===== src/design/adi_pkg.sv =====
package adi_pkg;
  localparam int unsigned CPU_CLOCK_HZ_DEF = 93750000;
  localparam int unsigned DAC_CLOCK_HZ_DEF = 48681812;
  localparam int unsigned DEFAULT_RATE_DEF = 44100;
  localparam int unsigned RATE_MIN = 4000;
  localparam int unsigned RATE_MAX = 96000;
  localparam logic [5:0] MAX_FETCH = 6'd39;

  localparam logic [1:0] CMD_READ   = 2'd0;
  localparam logic [1:0] CMD_WRITE  = 2'd1;
  localparam logic [1:0] CMD_TICK   = 2'd2;
  localparam logic [1:0] CMD_UNUSED = 2'd3;

  localparam logic [4:0] REG_ADDR   = 5'h00;
  localparam logic [4:0] REG_LEN    = 5'h04;
  localparam logic [4:0] REG_CTRL   = 5'h08;
  localparam logic [4:0] REG_STATUS = 5'h0C;
  localparam logic [4:0] REG_DRATE  = 5'h10;
  localparam logic [4:0] REG_BRATE  = 5'h14;

  typedef enum logic [3:0] {
    ST_IDLE, ST_DIV1, ST_DIV2, ST_TICK, ST_FETCH, ST_IRQ, ST_OUT
  } state_t;

  typedef struct packed {
    logic        start;
    logic [31:0] dividend;
    logic [31:0] divisor;
  } div_req_t;
endpackage


===== src/design/adi_div.sv =====
module adi_div import adi_pkg::*; (
  input  logic        clk,
  input  logic        rst,
  input  div_req_t    req,
  output logic        done,
  output logic [31:0] quotient
);
  logic [31:0] rem, quo, dvs;
  logic [5:0]  cnt;
  logic        busy;
  logic [32:0] trial;

  assign trial = {rem, quo[31]} - {1'b0, dvs};
  assign quotient = quo;

  always_ff @(posedge clk) begin
    done <= 1'b0;
    if (rst) begin
      busy <= 1'b0;
    end else if (req.start) begin
      busy <= 1'b1;
      rem <= '0;
      quo <= req.dividend;
      dvs <= req.divisor;
      cnt <= 6'd0;
    end else if (busy) begin
      if (!trial[32]) begin
        rem <= trial[31:0];
        quo <= {quo[30:0], 1'b1};
      end else begin
        rem <= {rem[30:0], quo[31]};
        quo <= {quo[30:0], 1'b0};
      end
      cnt <= cnt + 6'd1;
      if (cnt == 6'd31) begin
        busy <= 1'b0;
        done <= 1'b1;
      end
    end
  end
endmodule


===== src/design/audio_dma_interface_with_rate_pacing.sv =====
// Audio DMA register block. One request at a time: reads, writes, idle ticks
// and unused commands answer from the idle state; a DAC rate write or a job
// start then runs serial divisions to set the frame period (two divisions,
// one when the DAC rate register is zero); an active tick fetches frames
// (at most 39) and raises the interrupt when the job ends, and a queued job
// starting after it runs the period division again.
module audio_dma_interface_with_rate_pacing import adi_pkg::*; #(
  parameter int unsigned CPU_CLOCK_HZ = CPU_CLOCK_HZ_DEF,
  parameter int unsigned DAC_CLOCK_HZ = DAC_CLOCK_HZ_DEF,
  parameter int unsigned DEFAULT_RATE = DEFAULT_RATE_DEF
) (
  input  logic        clk,
  input  logic        rst,
  input  logic        in_valid,
  output logic        in_ready,
  input  logic [1:0]  command,
  input  logic [4:0]  reg_offset,
  input  logic [31:0] write_data,
  input  logic [14:0] tick_cycles,
  output logic        out_valid,
  input  logic        out_ready,
  output logic [31:0] read_data,
  output logic        fetch_valid,
  output logic [31:0] fetch_address,
  output logic        irq_raise,
  output logic        irq_clear,
  output logic        job_dropped,
  output logic        last
);
  localparam logic [13:0] DRATE_RST = 14'((DAC_CLOCK_HZ / DEFAULT_RATE - 1) & 16'h3FFF);
  localparam int unsigned R_DIV = DAC_CLOCK_HZ / ({18'd0, DRATE_RST} + 32'd1);
  localparam int unsigned R0 = (DRATE_RST == 14'd0) ? DEFAULT_RATE :
                               (R_DIV < RATE_MIN) ? RATE_MIN :
                               (R_DIV > RATE_MAX) ? RATE_MAX : R_DIV;
  localparam int unsigned P0 = CPU_CLOCK_HZ / R0;
  localparam logic [15:0] PERIOD_RST = (P0 % 65536 == 0) ? 16'd1 : 16'(P0 % 65536);

  state_t state, state_next;
  logic [23:0] dram_address_reg, queued_address;
  logic [17:0] xfer_len, queued_length, bytes_left;
  logic        control_bit, active_flag, queued_flag;
  logic [13:0] dac_rate_reg;
  logic [3:0]  bit_rate_reg;
  logic [31:0] fetch_cursor, cycle_accumulator;
  logic [15:0] frame_period;
  logic [14:0] cyc;
  logic [5:0]  fetched;
  logic        pend_start;

  div_req_t    dreq;
  logic        ddone;
  logic [31:0] dq;

  adi_div u_div (.clk(clk), .rst(rst), .req(dreq), .done(ddone), .quotient(dq));

  logic [32:0] acc_sum;
  logic [31:0] rate_c;
  logic        can_fetch;
  logic [31:0] acc_dec;
  logic [17:0] left_dec;
  logic        fetch_more;
  assign acc_sum = {1'b0, cycle_accumulator} + {18'd0, cyc};
  assign rate_c = (dq < RATE_MIN) ? RATE_MIN : (dq > RATE_MAX) ? RATE_MAX : dq;
  assign can_fetch = (fetched < MAX_FETCH) && (cycle_accumulator >= {16'd0, frame_period})
                     && (bytes_left >= 18'd4);
  assign acc_dec = cycle_accumulator - {16'd0, frame_period};
  assign left_dec = bytes_left - 18'd4;
  assign fetch_more = ((fetched + 6'd1) < MAX_FETCH) && (acc_dec >= {16'd0, frame_period});
  assign in_ready = (state == ST_IDLE) && !out_valid && !pend_start;

  always_ff @(posedge clk) begin
    if (rst) begin
      state <= ST_IDLE;
    end else begin
      state <= state_next;
    end
  end

  always_comb begin
    state_next = state;
    dreq = '0;
    unique case (state)
      ST_IDLE: if (pend_start && !out_valid) begin
        if (dac_rate_reg == 14'd0) begin
          state_next = ST_DIV2;
          dreq = '{1'b1, CPU_CLOCK_HZ, DEFAULT_RATE};
        end else begin
          state_next = ST_DIV1;
          dreq = '{1'b1, DAC_CLOCK_HZ, {18'd0, dac_rate_reg} + 32'd1};
        end
      end else if (in_valid && in_ready && command == CMD_TICK && active_flag
                   && bytes_left != 18'd0) begin
        state_next = ST_TICK;
      end
      ST_DIV1: if (ddone) begin
        state_next = ST_DIV2;
        dreq = '{1'b1, CPU_CLOCK_HZ, rate_c};
      end
      ST_DIV2: if (ddone) state_next = ST_IDLE;
      ST_TICK: state_next = ST_FETCH;
      ST_FETCH: if (!out_valid || out_ready) begin
        if (!can_fetch) state_next = (bytes_left < 18'd4) ? ST_IRQ : ST_OUT;
      end
      ST_IRQ: if (!out_valid || out_ready) state_next = ST_IDLE;
      ST_OUT: if (!out_valid || out_ready) state_next = ST_IDLE;
      default: state_next = ST_IDLE;
    endcase
  end

  always_ff @(posedge clk) begin
    if (out_valid && out_ready) out_valid <= 1'b0;
    if (rst) begin
      out_valid <= 1'b0;
      dram_address_reg <= '0;
      xfer_len <= '0;
      control_bit <= 1'b0;
      dac_rate_reg <= DRATE_RST;
      bit_rate_reg <= 4'hF;
      active_flag <= 1'b0;
      queued_flag <= 1'b0;
      queued_address <= '0;
      queued_length <= '0;
      bytes_left <= '0;
      fetch_cursor <= '0;
      cycle_accumulator <= '0;
      frame_period <= PERIOD_RST;
      pend_start <= 1'b0;
    end else begin
      unique case (state)
        ST_IDLE: if (pend_start && !out_valid) begin
          pend_start <= 1'b0;
        end else if (in_valid && in_ready) begin
          read_data <= '0; fetch_valid <= 1'b0; fetch_address <= '0;
          irq_raise <= 1'b0; irq_clear <= 1'b0; job_dropped <= 1'b0; last <= 1'b1;
          cyc <= tick_cycles;
          fetched <= '0;
          if (command == CMD_READ) begin
            out_valid <= 1'b1;
            case (reg_offset & 5'h1C)
              REG_ADDR:   read_data <= {8'd0, dram_address_reg};
              REG_LEN:    read_data <= {14'd0, xfer_len};
              REG_CTRL:   read_data <= {31'd0, control_bit};
              REG_STATUS: read_data <= {queued_flag, active_flag, 30'd0};
              REG_DRATE:  read_data <= {18'd0, dac_rate_reg};
              REG_BRATE:  read_data <= {28'd0, bit_rate_reg};
              default:    read_data <= '0;
            endcase
          end else if (command == CMD_WRITE) begin
            out_valid <= 1'b1;
            case (reg_offset & 5'h1C)
              REG_ADDR: dram_address_reg <= {write_data[23:3], 3'd0};
              REG_LEN: begin
                xfer_len <= {write_data[17:3], 3'd0};
                if (write_data[17:3] != '0) begin
                  if (!active_flag) begin
                    active_flag <= 1'b1;
                    bytes_left <= {write_data[17:3], 3'd0};
                    fetch_cursor <= {8'd0, dram_address_reg};
                    cycle_accumulator <= '0;
                    pend_start <= 1'b1;
                  end else if (!queued_flag) begin
                    queued_flag <= 1'b1;
                    queued_address <= dram_address_reg;
                    queued_length <= {write_data[17:3], 3'd0};
                  end else begin
                    job_dropped <= 1'b1;
                  end
                end
              end
              REG_CTRL:   control_bit <= write_data[0];
              REG_STATUS: irq_clear <= 1'b1;
              REG_DRATE: begin
                dac_rate_reg <= write_data[13:0];
                pend_start <= 1'b1;
              end
              REG_BRATE:  bit_rate_reg <= write_data[3:0];
              default: ;
            endcase
          end else if (!(command == CMD_TICK && active_flag && bytes_left != 18'd0)) begin
            out_valid <= 1'b1;
          end
        end
        ST_DIV1: ;
        ST_DIV2: if (ddone) frame_period <= (dq[15:0] == 16'd0) ? 16'd1 : dq[15:0];
        ST_TICK: cycle_accumulator <= acc_sum[32] ? 32'hFFFF_FFFF : acc_sum[31:0];
        ST_FETCH: if (!out_valid || out_ready) begin
          if (can_fetch) begin
            out_valid <= 1'b1;
            fetch_valid <= 1'b1;
            fetch_address <= fetch_cursor;
            // last frame of the tick unless more follow or the job ends
            last <= (left_dec >= 18'd4) && !fetch_more;
            cycle_accumulator <= acc_dec;
            fetch_cursor <= fetch_cursor + 32'd4;
            bytes_left <= left_dec;
            xfer_len <= {left_dec[17:3], 3'd0};
            fetched <= fetched + 6'd1;
          end else if (bytes_left >= 18'd4 && fetched == 6'd0) begin
            out_valid <= 1'b1;
            fetch_valid <= 1'b0;
            fetch_address <= '0;
            last <= 1'b1;
          end
        end
        ST_IRQ: if (!out_valid || out_ready) begin
          out_valid <= 1'b1;
          fetch_valid <= 1'b0; fetch_address <= '0;
          irq_raise <= 1'b1; last <= 1'b1;
          active_flag <= 1'b0;
          bytes_left <= '0;
          xfer_len <= '0;
          if (queued_flag) begin
            queued_flag <= 1'b0;
            queued_address <= '0;
            queued_length <= '0;
            active_flag <= 1'b1;
            bytes_left <= queued_length;
            xfer_len <= queued_length;
            fetch_cursor <= {8'd0, queued_address};
            cycle_accumulator <= '0;
            pend_start <= 1'b1;
          end
        end
        ST_OUT: ;
        default: ;
      endcase
    end
  end
endmodule


===== config.mk =====
export PLATFORM = sky130hd
export DESIGN_NAME = audio_dma_interface_with_rate_pacing
export DESIGN_NICKNAME = d
export VERILOG_FILES = /design/src/design/adi_pkg.sv /design/src/design/adi_div.sv /design/src/design/audio_dma_interface_with_rate_pacing.sv
export SDC_FILE = /design/constraint.sdc
export NUM_CORES = 1
export LEC_CHECK = 0
export BUFFER_PORTS_ARGS = -buffer_cell sky130_fd_sc_hd__buf_2
export CAP_MARGIN = 20
export CORE_MARGIN = 2
export CORE_UTILIZATION = 50
export CTS_BUF_LIST = sky130_fd_sc_hd__clkbuf_16
export DETAILED_ROUTE_END_ITERATION = 10
export GPL_TIMING_DRIVEN = 0
export PLACE_DENSITY_LB_ADDON = 0.12
export REMOVE_ABC_BUFFERS = 1
export SYNTH_ARGS = -nofsm -noshare
export SYNTH_HDL_FRONTEND = slang
export SYNTH_SLANG_ARGS = --single-unit

===== constraint.sdc =====
create_clock -name clk -period 20.1 [get_ports clk]
set_clock_uncertainty 0.1 [all_clocks]
set_input_delay 5.025 -clock clk [delete_from_list [all_inputs] [get_ports clk]]
set_output_delay 5.025 -clock clk [all_outputs]
set_load 0.005 [all_outputs]

==> results of run 1 <==
## critical path, delay by kind of cell
kind / cells / cell delay [ns]
and+or+nand+nor: 4 / 1.38
buffers and inverters: 1 / 0.67
AOI/OAI and AO/OA: 5 / 1.69
## cells by family (layout without fill, tap and decap cells)
kind of cell | Yosys count | after routing | share of synthesized area
compound gates | 618 | 618 | 0.175
xor+xnor | 105 | 105 | 0.0426
fa+ha+maj | 92 | 92 | 0.0543
buf+inv | 252 | 314 | 0.0483
flops | 378 | 378 | 0.436
mux | 83 | 83 | 0.0391
other cells | 1 | 23 | 0.000174
simple gates | 936 | 936 | 0.205
## cells in the final DEF (no fill, tap or decap), types with 7 or more instances in the layout
| cell type | synthesis | routed |
|---|---|---|
| o22ai_1 | 11 | 11 |
| nor4_1 | 38 | 36 |
| a21oi_1 | 234 | 234 |
| a21o_1 | 42 | 42 |
| buf_4 | 11 | 7 |
| nand4_1 | 29 | 29 |
| clkinv_2 | 0 | 7 |
| nand3_1 | 94 | 93 |
| nand2_1 | 283 | 280 |
| or2_2 | 9 | 9 |
| mux2i_1 | 81 | 81 |
| a311oi_1 | 8 | 8 |
| buf_2 | 13 | 112 |
| conb_1 | 1 | 23 |
| a211oi_1 | 21 | 21 |
| o31ai_1 | 10 | 10 |
| a211o_1 | 7 | 7 |
| and3_1 | 30 | 30 |
| xor2_1 | 37 | 37 |
| buf_16 | 0 | 8 |
| o21a_1 | 10 | 9 |
| and2_1 | 41 | 41 |
| xnor2_1 | 68 | 68 |
| nor2b_1 | 19 | 18 |
| dfxtp_1 | 194 | 193 |
| and4_1 | 13 | 13 |
| a21boi_0 | 7 | 7 |
| or3_1 | 24 | 24 |
| o211ai_1 | 28 | 28 |
| clkbuf_16 | 0 | 46 |
| a31oi_1 | 48 | 48 |
| nor3b_1 | 9 | 9 |
| nor2_1 | 250 | 245 |
| edfxtp_1 | 184 | 184 |
| nor3_1 | 54 | 51 |
| nand2b_1 | 24 | 23 |
| inv_1 | 96 | 104 |
| o21ai_0 | 126 | 126 |
| ha_1 | 89 | 89 |
## area by class of cell
| class | instances | area share |
|---|---|---|
| multi-input cells | 1857 | 0.468 |
| flip-flops and latches | 378 | 0.388 |
| clock buffers | 46 | 0.0475 |
| repair buffers | 139 | 0.0421 |
| well taps | 585 | 0.0302 |
| inverters | 96 | 0.0149 |
| clock inverters | 33 | 0.00955 |
## how the worst min path moves through the flow
stage	startpoint	to	slack [ns]	depth (start not counted)
after CTS	queued_length[16]$_SDFFE_PP0P_	queued_length[16]$_SDFFE_PP0P_	0.35	2
after global routing	queued_address[18]$_SDFFE_PP0P_	queued_address[18]$_SDFFE_PP0P_	0.37	2
final	queued_length[15]$_SDFFE_PP0P_	queued_length[15]$_SDFFE_PP0P_	0.35	2
after global placement	queued_address[3]$_SDFFE_PP0P_	queued_address[3]$_SDFFE_PP0P_	0.34	2
after floorplan	queued_address[11]$_SDFFE_PP0P_	queued_address[11]$_SDFFE_PP0P_	0.33	2
after detailed placement	queued_length[16]$_SDFFE_PP0P_	queued_length[16]$_SDFFE_PP0P_	0.35	2
## stage by stage
| step | worst slack [ns] | utilization | hold WS, ns | total power, uW | cell area (um2) |
|---|---|---|---|---|---|
| finish | 11.63 | 0.565 | 0.353 | 1830 | 24200 |
| global route | 11.37 | 0.565 | 0.369 | 1900 | 24200 |
| CTS | 11.67 | 0.565 | 0.353 | 1840 | 24200 |
| detailed placement | 11.09 | 0.532 | 0.345 | 1060 | 22800 |
| global placement | 3.67 | 0.520 | 0.337 | 1060 | 22300 |
| floorplan | 8.76 | - | 0.325 | 985 | 21000 |
## power groups by stage
stage | sequential (uW) | combinational [uW] | clock (uW)
4_1_cts | 841 | 208 | 792
3_3_place_gp | 864 | 191 | 0
5_1_grt | 843 | 233 | 821
6_report | 841 | 211 | 779
3_5_place_dp | 857 | 207 | 0
2_1_floorplan | 857 | 128 | 0
## per-layer routing
| layer | routed length (um) | up-vias | GRT usage | part of all wire |
|---|---|---|---|---|
| met2 | 28100 | 615 | 0.439 | 0.47 |
| met5 | 13 | - | 0 | 0.00022 |
| met4 | 1810 | 2 | 0.101 | 0.030 |
| met3 | 3590 | 109 | 0.0374 | 0.060 |
| li1 | - | 8980 | - | - |
| met1 | 26800 | 8886 | 0.360 | 0.44 |
==> results.sh, run 1 <==
export IMPL_synth_top_area_cell="edfxtp_1"
export IMPL_pwr_share_clk=0.425
export IMPL_intPower_uw=1350
export IMPL_netlist_area_leader_share=0.256
export IMPL_root_buffer="clkbuf_16"
export IMPL_drc=0
export IMPL_synth_cell_types=81
export IMPL_swShare=0.261
export IMPL_path_clk_slew_ns=0.06
export IMPL_slew_headroom=0.282
export IMPL_numClockSinks=378
export IMPL_tightest_slew_ns=1.07
export IMPL_r2r_cells=19
export IMPL_hpwl_um=41600
export IMPL_fmax_mhz=118
export IMPL_cp_endpoint="fetch_cursor[10]$_SDFFE_PP0P_"
export IMPL_drive_gt1_frac=0.0977
export IMPL_syn_instance_count=2465
export IMPL_vias_per_cell=5.93
export IMPL_cp_startpoint="reg_offset[2]"
export IMPL_post_cts_resized=0
export IMPL_worst_path_max_delay_cell="buf_2"
export IMPL_cts_tree="done"
export IMPL_io_buffers=110
export IMPL_ys_seq_area_frac=0.436
export IMPL_switching_power_uw=478
export IMPL_reg2reg_slack_ns=15.30
export IMPL_peakVddDrop_v=0.0000600
export IMPL_boundaryPins=129
export IMPL_rsz0062_at_grt="no"
export IMPL_routed_wl_um=60200
export IMPL_core_area_um2=42900
export IMPL_nNetsFinal=2665
export IMPL_synth_edf_count=184
export IMPL_fp_dieW_um=212
export IMPL_status="finished, final reports clean"
export IMPL_multi_input_area_um2=11300
export IMPL_dpl_cell_count=3053
export IMPL_finalHoldViolCount=0
export IMPL_initial_core_util=0.504
export IMPL_power_frac_seq=0.459
export IMPL_tns_ns=0
export IMPL_post_cts_buffers=0
export IMPL_post_drt_wl_per_cell_um=19.2
export IMPL_drt_iter0_drc=1475
export IMPL_grt_max_degree=113
export IMPL_fin_crit_sh=0.421
export IMPL_antenna_left=0
export IMPL_drtPass1Iterations=6
export IMPL_setup_violations=0
export IMPL_grt_ovfl_total=0
export IMPL_timing_rr_end="last$_SDFFCE_PN1P_"
export IMPL_crit_chain="buf_2 > nor3b_1 > and4_1 > o21bai_1 > a211o_1 > a21oi_2 > o31a_1 > nand2_1 > a211oi_1 > nor3_1"
export IMPL_cp_arrival_ns=8.81
export IMPL_clk_latency_ns=0.57
export IMPL_synth_area_um2=21600
export IMPL_worstHoldPathType="reg -> reg"
export IMPL_cp_max_fo=31
export IMPL_p_comb_frac=0.115
export IMPL_rows=76
export IMPL_drv_slew=0
export IMPL_synth_ff_type="dfxtp_1"
export IMPL_synth_area_top_cells="edfxtp_1 26%, dfxtp_1 18%, a21oi_1 5.4%"
export IMPL_area_delta_synth_final_pct=12.2
export IMPL_r2r_start="frame_period[4]$_SDFFE_PP0P_"
export IMPL_power_density_nw_per_um2=75.6
export IMPL_dieArea_um2=44900
export IMPL_first_global_vias=17700
export IMPL_gp_congestion=0.922
export IMPL_critical_path_startpoint_type="input port"
export IMPL_avgSynthCellArea_um2=8.76
export IMPL_slowest_delay_ns=0.67
export IMPL_cts_made_buffers=43
export IMPL_p_leak_uw=0.00945
export IMPL_die_h_um=212
export IMPL_cts_buffer_depth=3
export IMPL_antenna_found_initial=1
export IMPL_route_vias_total=18600
export IMPL_async_reset_ff_frac=0
export IMPL_h_tree_depth=2
export IMPL_end_kind="flip-flop"
export IMPL_critical_path_required_ns=20.44
export IMPL_synth_seq_cells=378
export IMPL_grt_use_total=0.268
export IMPL_fillCellCount=3894
export IMPL_grt_pass1_wl_um=95400
export IMPL_ys_top_cells_by_count="283 x nand2_1, 250 x nor2_1, 234 x a21oi_1"
export IMPL_path_class="in -> reg"
export IMPL_cts_hold_buf=0
export IMPL_regArea_um2=9410
export IMPL_cap_viol_max_count=0
export IMPL_fin_crit_ns=8.47
export IMPL_yosysMostFrequentCell="nand2_1"
export IMPL_diodes=0
export IMPL_instances_no_fill=3134
export IMPL_synth_yosys_warnings=0
(Power assumes the default switching activity.)
==> run 2: changes to the inputs <==
Settings changed: ABC_AREA set to 1.
Clock period 20.1 ns to 8.4 ns, I/O delays scaled along.
==> run 2 against run 1 <==
Wire length is 9.2% higher; global-route usage increased by 0.91 points; sequential share of layout area shrank 1.5 points; count of clock-buffer cells in the layout fell by 3; final cell count increased by 20%; synthesized cell count grew 24%; worst setup slack lost 7.5 ns; hold slack got worse by 0.0058 ns; clock power up 130%; design area increased by 4.0%.
==> results.sh, run 2 <==
export IMPL_status="finished, final reports clean"
export IMPL_grt_ovfl_total=0
export IMPL_swShare=0.460
export IMPL_pwr_share_clk=0.199
export IMPL_drt_iter0_drc=1809
export IMPL_core_area_um2=44500
export IMPL_end_kind="flip-flop"
export IMPL_drc=0
export IMPL_rows=77
export IMPL_cts_buffer_depth=3
export IMPL_synth_compound_area_share=0.156
export IMPL_path_clk_slew_ns=0.06
export IMPL_die_h_um=217
export IMPL_critical_path_startpoint_type="input port"
export IMPL_root_buffer="clkbuf_16"
export IMPL_h_tree_depth=2
export IMPL_rsz0062_at_grt="no"
export IMPL_async_reset_ff_frac=0
export IMPL_grt_use_total=0.277
export IMPL_drtPass1Iterations=6
export IMPL_power_frac_seq=0.305
export IMPL_synth_top_family_by_area="simple AND/OR/NAND/NOR gates"
export IMPL_synth_adder_area_share=0.0518
export IMPL_cp_arrival_ns=4.65
export IMPL_dieArea_um2=47000
export IMPL_netlist_area_leader_share=0.244
export IMPL_p_leak_uw=0.0106
export IMPL_synth_xor_area_frac=0.0321
export IMPL_synth_seq_cells=378
export IMPL_vias_per_cell=5.59
export IMPL_synth_area_top_cells="edfxtp_1 24%, dfxtp_1 17%, nand2_1 11%"
export IMPL_yosys_area_share_simple=0.252
export IMPL_synth_mux_area_frac=0
export IMPL_worstHoldPathType="reg -> reg"
export IMPL_antenna_left=0
export IMPL_dpl_cell_count=3688
export IMPL_synth_yosys_warnings=0
export IMPL_grt_pass1_wl_um=104000
export IMPL_hold_path_endpoint="control_bit$_SDFFE_PP0P_"
export IMPL_critical_path_required_ns=8.76
export IMPL_drv_slew=0
export IMPL_power_density_nw_per_um2=356
export IMPL_avgSynthCellArea_um2=7.41
export IMPL_switching_power_uw=4120
export IMPL_path_class="in -> reg"
export IMPL_finalHoldViolCount=0
export IMPL_cts_hold_buf=0
export IMPL_first_global_vias=20000
export IMPL_yosysMostFrequentCell="nand2_1"
export IMPL_peakVddDrop_v=0.000177
export IMPL_cts_tree="done"
export IMPL_reg2reg_slack_ns=4.46
export IMPL_final_util=0.566
export IMPL_r2r_start="cycle_accumulator[0]$_SDFFE_PP0P_"
export IMPL_slew_headroom=0.351
export IMPL_route_vias_total=21100
export IMPL_synth_ff_type="dfxtp_1"
export IMPL_layout_commonest_cell="nand2_1"
export IMPL_ys_top_cells_by_count="643 x nand2_1, 404 x inv_1, 361 x nor2_1"
export IMPL_numClockSinks=378
export IMPL_dp_slack_ns=3.30
export IMPL_post_cts_buffers=0
export IMPL_area_delta_synth_final_pct=11.3
export IMPL_boundaryPins=129
export IMPL_timing_rr_end="last$_SDFFCE_PN1P_"
export IMPL_post_drt_wl_per_cell_um=17.4
export IMPL_setup_violations=0
export IMPL_power_uw=8970
export IMPL_synth_top_area_cell="edfxtp_1"
export IMPL_layout_common_cells="642 x nand2_1, 407 x inv_1, 357 x nor2_1, 284 x a21oi_1, 220 x o21ai_0"
export IMPL_intPower_uw=4850
export IMPL_post_cts_resized=0
export IMPL_drive_gt1_frac=0.0824
export IMPL_antenna_found_initial=0
export IMPL_fin_crit_ns=4.29
export IMPL_initial_core_util=0.509
export IMPL_p_comb_frac=0.496
export IMPL_synth_edf_count=184
export IMPL_clk_latency_ns=0.60
export IMPL_grt_max_degree=99
export IMPL_fin_crit_sh=0.511
export IMPL_nNetsFinal=3293
export IMPL_routed_wl_um=65800
export IMPL_gp_congestion=0.947
export IMPL_ys_seq_area_frac=0.415
export IMPL_io_buffers=110
export IMPL_hpwl_um=48000
export IMPL_syn_instance_count=3056
export IMPL_hold_path_startpoint="control_bit$_SDFFE_PP0P_"
export IMPL_synth_area_um2=22700
export IMPL_fmax_mhz=233
export IMPL_cp_max_fo=28
export IMPL_whs_path_depth=2
export IMPL_synth_cell_types=63
export IMPL_tightest_slew_ns=0.971
export IMPL_fp_dieW_um=217
export IMPL_fillCellCount=4195
export IMPL_finalWorstSetupSlack_ns=4.11
export IMPL_r2r_cells=26
export IMPL_cap_viol_max_count=0
export IMPL_instances_no_fill=3770
export IMPL_diodes=0
export IMPL_cts_made_buffers=43
## run 2: cell types whose count changed after synthesis, moves of 33 or more
cell | previous run | this run
a21o_1 | 42 | 9
xnor2_1 | 68 | 25
o21ai_0 | 126 | 221
nor2_1 | 250 | 361
nand3_1 | 94 | 133
a31oi_1 | 48 | 12
inv_1 | 96 | 404
nand2_1 | 283 | 643
and2_1 | 41 | 0
a21oi_1 | 234 | 284
clkbuf_1 | 118 | 59
mux2i_1 | 81 | 0
## run 2: cell type report
class | instances | area [um2] | area share
timing repair buffer | 127 | 901 | 0.0357
clock inverter | 37 | 239 | 0.00948
clock buffer | 43 | 1080 | 0.0427
inverter | 416 | 1570 | 0.0624
tap | 592 | 741 | 0.0294
sequential | 378 | 9410 | 0.373
multi-input combinational | 2177 | 11300 | 0.447
## run 2: worst max path at each step
stage                  start                           endpoint  slack, ns  cells past startpoint
3_5_place_dp   reg_offset[3]  dram_address_reg[10]$_SDFFE_PP0P_       3.30                      6
6_report       reg_offset[3]       dac_rate_reg[4]$_SDFFE_PP0P_       4.11                      7
4_1_cts        reg_offset[3]  dram_address_reg[18]$_SDFFE_PP0P_       3.92                      6
3_3_place_gp             rst        u_div.rem[25]$_SDFFCE_PP0P_      -3.35                      4
2_1_floorplan            rst         u_div.cnt[0]$_SDFFCE_PP0P_       0.67                      1
5_1_grt        reg_offset[3]       dac_rate_reg[4]$_SDFFE_PP0P_       3.92                      7
## run 2: cell families after synthesis
group	after synthesis
compound gates	646
simple gates	1333
fa+ha+maj	92
xor+xnor	83
other cells	1
flops	378
buf+inv	523
## run 2: per-stage QoR
stage               TNS, ns  area, um2  hold WS (ns)
floorplan                 0      22200         0.326
global route              0      25200         0.377
detailed placement        0      23800         0.339
global placement    -234.17      23500         0.332
finish                    0      25200         0.348
CTS                       0      25200         0.348
## run 2: critical path, stage by stage
cell     delay, ns
buf_2         0.13
nor2_1        0.63
nand2_1       0.47
inv_1         0.30
nand2_1       0.53
o21ai_0       0.41
a21oi_1       0.07
## run 2: per-layer routing
metal	wire [um]	vias up	GRT usage	share of wire
met3	4380	107	0.0377	0.067
met1	31100	9909	0.399	0.47
li1	-	10300	-	-
met4	1590	2	0.0863	0.024
met5	30	-	0.00521	0.00046
met2	28700	725	0.431	0.44
## run 2: power by group through the flow
stage	clock, uW	sequential (uW)	combinational (uW)
floorplan	0	2710	3170
global placement	0	2790	4220
detailed placement	0	2770	4360
CTS	1810	2730	4390
global route	1870	2790	5020
finish	1780	2740	4450
